File: src/rtl/core/fwbc_pkg.sv
package fwbc_pkg;
  typedef enum logic [1:0] {
    REQ_GET  = 2'd0,
    REQ_SET  = 2'd1,
    REQ_FILL = 2'd2,
    REQ_FLUSH = 2'd3
  } req_type_t;

  typedef enum logic [2:0] {
    RESP_READ     = 3'd0,
    RESP_BREAD    = 3'd1,
    RESP_BWRITE   = 3'd2,
    RESP_NOTFOUND = 3'd3,
    RESP_DONE     = 3'd4
  } resp_kind_t;
endpackage

File: src/rtl/core/fifo_write_back_cache.sv
// A lookup reads the occupied slots one by one from the oldest, as does a flush.
// Throughput: one item at a time; busy stays high until its last result is out.
// The slot memory has one registered read port, which sets the scan rate.
// Reset: synchronous, active high; empties the cache and sets capacity to 16.
// The receiver cannot stall: each result is shown for one cycle with resp_valid.
module fifo_write_back_cache #(
  parameter int DEPTH      = 16,
  parameter int KEY_BITS   = 64,
  parameter int VALUE_BITS = 64
) (
  input  logic        clk,
  input  logic        rst,
  input  logic        start,
  output logic        busy,
  input  logic [1:0]  req_type,
  input  logic [63:0] req_key,
  input  logic [63:0] req_value,
  input  logic        fill_found,
  output logic        resp_valid,
  output logic [2:0]  resp_kind,
  output logic [63:0] resp_key,
  output logic [63:0] resp_value,
  output logic        resp_last,
  input  logic        psel,
  input  logic        penable,
  input  logic        pwrite,
  input  logic [1:0]  paddr,
  input  logic [31:0] pwdata,
  output logic [31:0] prdata,
  output logic        pready
);
  import fwbc_pkg::*;

  localparam int IW = (DEPTH > 1) ? $clog2(DEPTH) : 1;
  localparam int CW = $clog2(DEPTH + 1);
  localparam int EW = 1 + KEY_BITS + VALUE_BITS;

  typedef enum logic [2:0] {
    ST_IDLE, ST_RD, ST_CMP, ST_EVRD, ST_EVCHK, ST_WR, ST_FRD, ST_FCHK
  } state_t;

  // Slot memory: {dirty, key, value}
  logic [EW-1:0] mem [DEPTH];
  logic [EW-1:0] rdata;
  logic [IW-1:0] raddr;
  logic          mem_we;
  logic [IW-1:0] waddr;
  logic [EW-1:0] wdata;

  always_ff @(posedge clk) begin
    if (mem_we) begin
      mem[waddr] <= wdata;
    end
    rdata <= mem[raddr];
  end

  state_t          state;
  logic [4:0]      cap_reg;
  logic [IW-1:0]   oldest;
  logic [IW-1:0]   tail;
  logic [CW-1:0]   count;
  logic [CW-1:0]   scan_i;
  logic [IW-1:0]   scan_slot;
  logic [1:0]      op;
  logic [KEY_BITS-1:0]   key_q;
  logic [VALUE_BITS-1:0] val_q;
  logic            hit_q;
  logic [IW-1:0]   hit_slot;

  // Effective capacity: 0 acts as 1, above DEPTH acts as DEPTH
  logic [CW-1:0] cap;
  always_comb begin
    if (cap_reg == 5'd0) begin
      cap = CW'(1);
    end else if (32'(cap_reg) > 32'(DEPTH)) begin
      cap = CW'(DEPTH);
    end else begin
      cap = CW'(cap_reg);
    end
  end

  function automatic logic [IW-1:0] wrap_inc(input logic [IW-1:0] s, input logic [CW-1:0] c);
    logic [CW:0] t;
    t = (CW+1)'(s) + (CW+1)'(1);
    if (t >= (CW+1)'(c)) begin
      wrap_inc = '0;
    end else begin
      wrap_inc = IW'(t);
    end
  endfunction

  logic [KEY_BITS-1:0]   rd_key;
  logic [VALUE_BITS-1:0] rd_val;
  logic                  rd_dirty;
  assign rd_val   = rdata[VALUE_BITS-1:0];
  assign rd_key   = rdata[VALUE_BITS +: KEY_BITS];
  assign rd_dirty = rdata[EW-1];

  logic cfg_wr;
  assign cfg_wr = psel && penable && pwrite && pready && (paddr == 2'd0);
  assign pready = 1'b1;
  assign prdata = {27'd0, cap_reg};
  assign busy   = (state != ST_IDLE);

  logic full;
  assign full = (count >= cap);

  // Read address: scan slot, or oldest for eviction
  always_comb begin
    raddr = scan_slot;
    if (state == ST_CMP && !(rd_key == key_q) && !(scan_i + CW'(1) < count)) begin
      raddr = oldest;
    end else if (state == ST_EVRD) begin
      raddr = oldest;
    end
  end

  // Memory writes for set hits and inserts are issued from ST_WR
  always_comb begin
    mem_we = 1'b0;
    waddr  = tail;
    wdata  = {1'b1, key_q, val_q};
    if (state == ST_WR) begin
      mem_we = 1'b1;
      if (hit_q) begin
        waddr = hit_slot;
      end
      wdata = {op == REQ_SET, key_q, val_q};
    end
  end

  function automatic logic [63:0] kext(input logic [KEY_BITS-1:0] k);
    kext = 64'(k);
  endfunction
  function automatic logic [63:0] vext(input logic [VALUE_BITS-1:0] v);
    vext = 64'(v);
  endfunction

  always_ff @(posedge clk) begin
    if (rst) begin
      state      <= ST_IDLE;
      cap_reg    <= 5'd16;
      oldest     <= '0;
      tail       <= '0;
      count      <= '0;
      resp_valid <= 1'b0;
      resp_last  <= 1'b0;
    end else begin
      resp_valid <= 1'b0;
      resp_last  <= 1'b0;
      if (cfg_wr) begin
        cap_reg <= pwdata[4:0];
        oldest  <= '0;
        tail    <= '0;
        count   <= '0;
      end
      case (state)
        ST_IDLE: begin
          if (start) begin
            op        <= req_type;
            key_q     <= req_key[KEY_BITS-1:0];
            val_q     <= req_value[VALUE_BITS-1:0];
            hit_q     <= 1'b0;
            scan_i    <= '0;
            scan_slot <= oldest;
            if (req_type == REQ_FILL && !fill_found) begin
              resp_valid <= 1'b1;
              resp_last  <= 1'b1;
              resp_kind  <= RESP_NOTFOUND;
              resp_key   <= kext(req_key[KEY_BITS-1:0]);
              resp_value <= '0;
            end else if (count == '0) begin
              state <= (req_type == REQ_FLUSH) ? ST_FRD : ST_EVRD;
            end else begin
              state <= (req_type == REQ_FLUSH) ? ST_FRD : ST_RD;
            end
          end
        end
        ST_RD: begin
          state <= ST_CMP;
        end
        ST_CMP: begin
          if (rd_key == key_q) begin
            hit_q    <= 1'b1;
            hit_slot <= scan_slot;
            if (op == REQ_SET) begin
              state <= ST_WR;
            end else begin
              resp_valid <= 1'b1;
              resp_last  <= 1'b1;
              resp_kind  <= RESP_READ;
              resp_key   <= kext(key_q);
              resp_value <= vext(rd_val);
              state      <= ST_IDLE;
            end
          end else if (scan_i + CW'(1) < count) begin
            scan_i    <= scan_i + CW'(1);
            scan_slot <= wrap_inc(scan_slot, cap);
            state     <= ST_RD;
          end else if (op == REQ_GET) begin
            resp_valid <= 1'b1;
            resp_last  <= 1'b1;
            resp_kind  <= RESP_BREAD;
            resp_key   <= kext(key_q);
            resp_value <= '0;
            state      <= ST_IDLE;
          end else begin
            // oldest read issued this cycle
            state <= ST_EVCHK;
          end
        end
        ST_EVRD: begin
          if (op == REQ_GET) begin
            resp_valid <= 1'b1;
            resp_last  <= 1'b1;
            resp_kind  <= RESP_BREAD;
            resp_key   <= kext(key_q);
            resp_value <= '0;
            state      <= ST_IDLE;
          end else begin
            state <= ST_EVCHK;
          end
        end
        ST_EVCHK: begin
          // Evict the oldest entry when full, then write at the tail
          if (full) begin
            if (rd_dirty) begin
              resp_valid <= 1'b1;
              resp_kind  <= RESP_BWRITE;
              resp_key   <= kext(rd_key);
              resp_value <= vext(rd_val);
            end
          end
          state <= ST_WR;
        end
        ST_WR: begin
          resp_valid <= 1'b1;
          resp_last  <= 1'b1;
          if (op == REQ_SET) begin
            resp_kind  <= RESP_DONE;
            resp_value <= '0;
          end else begin
            resp_kind  <= RESP_READ;
            resp_value <= vext(val_q);
          end
          resp_key <= kext(key_q);
          if (!hit_q) begin
            if (full) begin
              oldest <= wrap_inc((32'(oldest) >= 32'(cap)) ? '0 : oldest, cap);
              count  <= cap;
            end else begin
              count <= count + CW'(1);
            end
            tail <= wrap_inc((32'(tail) >= 32'(cap)) ? '0 : tail, cap);
          end
          state <= ST_IDLE;
        end
        ST_FRD: begin
          if (scan_i < count) begin
            state <= ST_FCHK;
          end else begin
            resp_valid <= 1'b1;
            resp_last  <= 1'b1;
            resp_kind  <= RESP_DONE;
            resp_key   <= '0;
            resp_value <= '0;
            oldest     <= '0;
            tail       <= '0;
            count      <= '0;
            state      <= ST_IDLE;
          end
        end
        ST_FCHK: begin
          if (rd_dirty) begin
            resp_valid <= 1'b1;
            resp_kind  <= RESP_BWRITE;
            resp_key   <= kext(rd_key);
            resp_value <= vext(rd_val);
          end
          scan_i    <= scan_i + CW'(1);
          scan_slot <= wrap_inc(scan_slot, cap);
          state     <= ST_FRD;
        end
        default: begin
          state <= ST_IDLE;
        end
      endcase
    end
  end
endmodule

File: config.mk
export PLATFORM = sky130hd
export DESIGN_NAME = fifo_write_back_cache
export DESIGN_NICKNAME = d
export VERILOG_FILES = /design/src/rtl/core/fwbc_pkg.sv /design/src/rtl/core/fifo_write_back_cache.sv
export SDC_FILE = /design/constraint.sdc
export NUM_CORES = 2
export LEC_CHECK = 0
export BUFFER_PORTS_ARGS = -buffer_cell sky130_fd_sc_hd__buf_4
export CORE_MARGIN = 2
export CORE_UTILIZATION = 56
export DETAILED_ROUTE_END_ITERATION = 8
export HOLD_SLACK_MARGIN = 0.03
export PLACE_DENSITY = 0.73
export SLEW_MARGIN = 40
export SYNTH_ARGS = -nofsm -noshare
export SYNTH_HDL_FRONTEND = slang
export SYNTH_SLANG_ARGS = --single-unit
File: constraint.sdc
create_clock -name clk -period 28.7 [get_ports clk]
set_clock_uncertainty 0.05 [all_clocks]
set_input_delay 2.87 -clock clk [delete_from_list [all_inputs] [get_ports clk]]
set_output_delay 2.87 -clock clk [all_outputs]
set_load 0.03 [all_outputs]
==> impl_metrics.env <==
export IMPL_syn_avg_cell_area_um2=17.0
export IMPL_finalWirelength_um=231000
export IMPL_critPathLaunchType="register"
export IMPL_drtIter0Drc=5480
export IMPL_io_buffers=282
export IMPL_yosys_area_share_simple_pct=4.14
export IMPL_worst_endpoint_required_ps=29460
export IMPL_r2r_end="rdata[3]$_DFF_P_"
export IMPL_p_per_area_nw_per_um2=98.9
export IMPL_p_leak_nw=40.5
export IMPL_postSynthCellCount=5818
export IMPL_ir_worst_vdd_mv=0.0701
export IMPL_largest_reg_flops=2064
export IMPL_maxCapViolCount=0
export IMPL_drive_gt1_share_pct=13.8
export IMPL_min_period_over_period_pct=22.0
export IMPL_fin_crit_ps=6310
export IMPL_syn_area_um2=98900
export IMPL_drc=0
export IMPL_rsz0062_at_grt="false"
export IMPL_cp_endpoint="rdata[3]$_DFF_P_"
export IMPL_endpoint_kind="register"
export IMPL_crit_type="reg2reg"
export IMPL_yosys_cell_types_count=60
export IMPL_instances_no_fill=8691
export IMPL_grt_pass1_wl_um=337000
export IMPL_cts_made_buffers=237
export IMPL_synthArstFlopShare_pct=0
export IMPL_regMostFlops="mem"
export IMPL_drtPass1Iterations=9
export IMPL_clk_latency_ps=880
export IMPL_yosysSeqAreaShare_pct=74.1
export IMPL_die_y_um=424
export IMPL_place_inst=8234
export IMPL_path_max_fanout=65
export IMPL_synth_xor_area_share_pct=0.682
export IMPL_grt_max_degree=178
export IMPL_slew_headroom_pct=41.9
export IMPL_boundaryPins=338
export IMPL_viasPerCell=6.07
export IMPL_cts_buffer_depth=3
export IMPL_holdBufCountCts=0
export IMPL_drtAntennaViolNets=0
export IMPL_yosys_area_share_adder_pct=0.532
export IMPL_synth_top_family_by_area="multiplexers"
export IMPL_num_rows=154
export IMPL_status="complete, no violations"
export IMPL_arrival_ps=7070
export IMPL_setup_violations=0
export IMPL_post_cts_buffers=0
export IMPL_clock_sinks=2491
export IMPL_area_growth_pct=13.6
export IMPL_synth_edf_count=2339
export IMPL_r2r_start="key_q[30]$_DFFE_PP_"
export IMPL_worst_pin_slew_ps=872
export IMPL_ys_warn_count=0
export IMPL_vias=52800
export IMPL_antenna_found_initial=0
export IMPL_synth_seq_cells=2491
export IMPL_fin_tns_setup_ps=0
export IMPL_h_tree_depth=4
export IMPL_die_x_um=424
export IMPL_synth_compound_area_share_pct=3.79
export IMPL_core_region_area_um2=176000
export IMPL_initial_core_util_pct=56.3
export IMPL_grt_usage_pct=25.4
export IMPL_cts_root_buf="clkbuf_16"
export IMPL_hold_path_class="reg2reg"
export IMPL_timing_final_hold_violations=0
export IMPL_synthMuxAreaShare_pct=14.4
export IMPL_largest_registers="mem x2064, rdata x129"
export IMPL_max_freq_mhz=158
export IMPL_wl_per_cell_um=26.6
export IMPL_ys_flop_type="edfxtp_1"
export IMPL_dp_final_hpwl_um=124000
export IMPL_die_area_um2=180000
export IMPL_grt_overflow_total=0
export IMPL_drv_slew=0
export IMPL_r2r_setup_slack_ps=22390
export IMPL_reg2regPathDepth=15
export IMPL_nets=6352
export IMPL_crit_path_start="key_q[30]$_DFFE_PP_"
export IMPL_grt_pass1_vias=51900
export IMPL_globalplace_congestion=0.901
export IMPL_clkTransAtPathRegs_ps=70
export IMPL_post_cts_resized=0
export IMPL_tritoncts="done"
worst max-delay path, stage by stage (launching register included):
cell and delay [ps]:
edfxtp_1 650, xnor2_1 700, nand4_1 360, nor4_2 290
and4_1 330, mux2i_1 160, nor2_4 470, buf_16 220
buf_6 570, buf_4 420, buf_12 290, buf_4 690
mux2i_1 180, mux4_2 490, nand2_1 100, o31a_1 140
synth_stat cells (72+ instances only):
| master | n | share of area, % |
|---|---|---|
| buf_2 | 80 | 0.41 |
| buf_4 | 115 | 0.87 |
| nand2_1 | 606 | 2.3 |
| edfxtp_1 | 2339 | 71 |
| inv_1 | 83 | 0.32 |
| mux2i_1 | 1294 | 13 |
| dfxtp_1 | 152 | 3.1 |
| nor2_1 | 135 | 0.51 |
| xnor2_1 | 72 | 0.64 |
| clkbuf_1 | 134 | 0.51 |
| a21oi_1 | 93 | 0.47 |
| and3_1 | 117 | 0.74 |
| a311oi_1 | 116 | 1.0 |
| a222oi_1 | 90 | 0.91 |
stage by stage:
stage | hold WS (ps) | area [µm²] | total power (W) | setup slack, ps | util (%)
6_report | 489 | 112000 | 0.0111 | 22390 | 63.9
3_5_place_dp | 476 | 104000 | 0.00799 | 22390 | 59.3
5_1_grt | 511 | 112000 | 0.0115 | 22180 | 63.9
3_3_place_gp | 467 | 103000 | 0.00789 | 21820 | 58.7
2_1_floorplan | 437 | 99000 | 0.00709 | 3790 | -
4_1_cts | 490 | 112000 | 0.0111 | 22370 | 63.8
where the power goes:
part	total (W)	leakage (nW)	internal [W]	switching [W]
registers	0.00463	22.4	0.00435	0.000276
logic	0.00331	14.2	0.00135	0.00196
clock network	0.00317	3.88	0.00184	0.00133
layout make-up:
class	count	area (µm²)
clock inverters	139	1550
clock buffers	310	6450
multi-input cells	2917	23700
flip-flops and latches	2491	73300
inverters	83	312
repair buffers	409	4090
well taps	2340	2930
diodes	2	5.00
fillers	12000	63400
how the worst min path moves through the flow:
stage | startpoint | end | slack (ps) | cells past startpoint
2_1_floorplan | tail[1]$_SDFF_PP0_ | tail[1]$_SDFF_PP0_ | 440 | 2
3_3_place_gp | rdata[21]$_DFF_P_ | resp_value[21]$_DFFE_PP_ | 470 | 2
3_5_place_dp | rdata[63]$_DFF_P_ | resp_value[63]$_DFFE_PP_ | 480 | 2
4_1_cts | rdata[0]$_DFF_P_ | resp_value[0]$_DFFE_PP_ | 490 | 2
5_1_grt | rdata[0]$_DFF_P_ | resp_value[0]$_DFFE_PP_ | 510 | 2
6_report | rdata[62]$_DFF_P_ | resp_value[62]$_DFFE_PP_ | 490 | 2
logic make-up (layout without fill, tap and decap cells):
group,Yosys count,in the layout
buf+inv,436,941
fa+ha+maj,42,42
flops,2491,2491
simple gates,947,947
xor+xnor,77,77
compound gates,469,469
mux,1354,1354
other cells,2,30
layout by cell type (no fill, tap or decap), types with 14 or more instances in the layout:
cell           n
nor2_4        20
clkbuf_1      54
buf_4        328
dfxtp_1      152
and3_1       117
o21ai_0       20
nand4_1       17
xnor2_1       72
a222oi_1      90
clkbuf_16    242
edfxtp_1    2339
o31a_1        57
ha_1          42
nand2_1      606
a221oi_1      40
bufinv_16     28
conb_1        28
nor2_1       116
buf_12        20
mux4_2        57
buf_6         24
mux2i_1     1291
clkinvlp_4    14
clkinv_1      36
inv_1         83
a311oi_1     116
buf_16        32
clkinv_2      45
nand3_1       20
clkbuf_8      14
a21oi_1       92
layer usage:
metal  wire length (µm)  GRT usage [%]  vias to the layer above
met5                  0              0                        -
met4              11900           12.1                        0
met3              16100           3.88                      482
met2             113000           41.9                     2186
met1              90500           33.4                    26900
li1                   -              -                    23200
(Power assumes the default switching activity.)
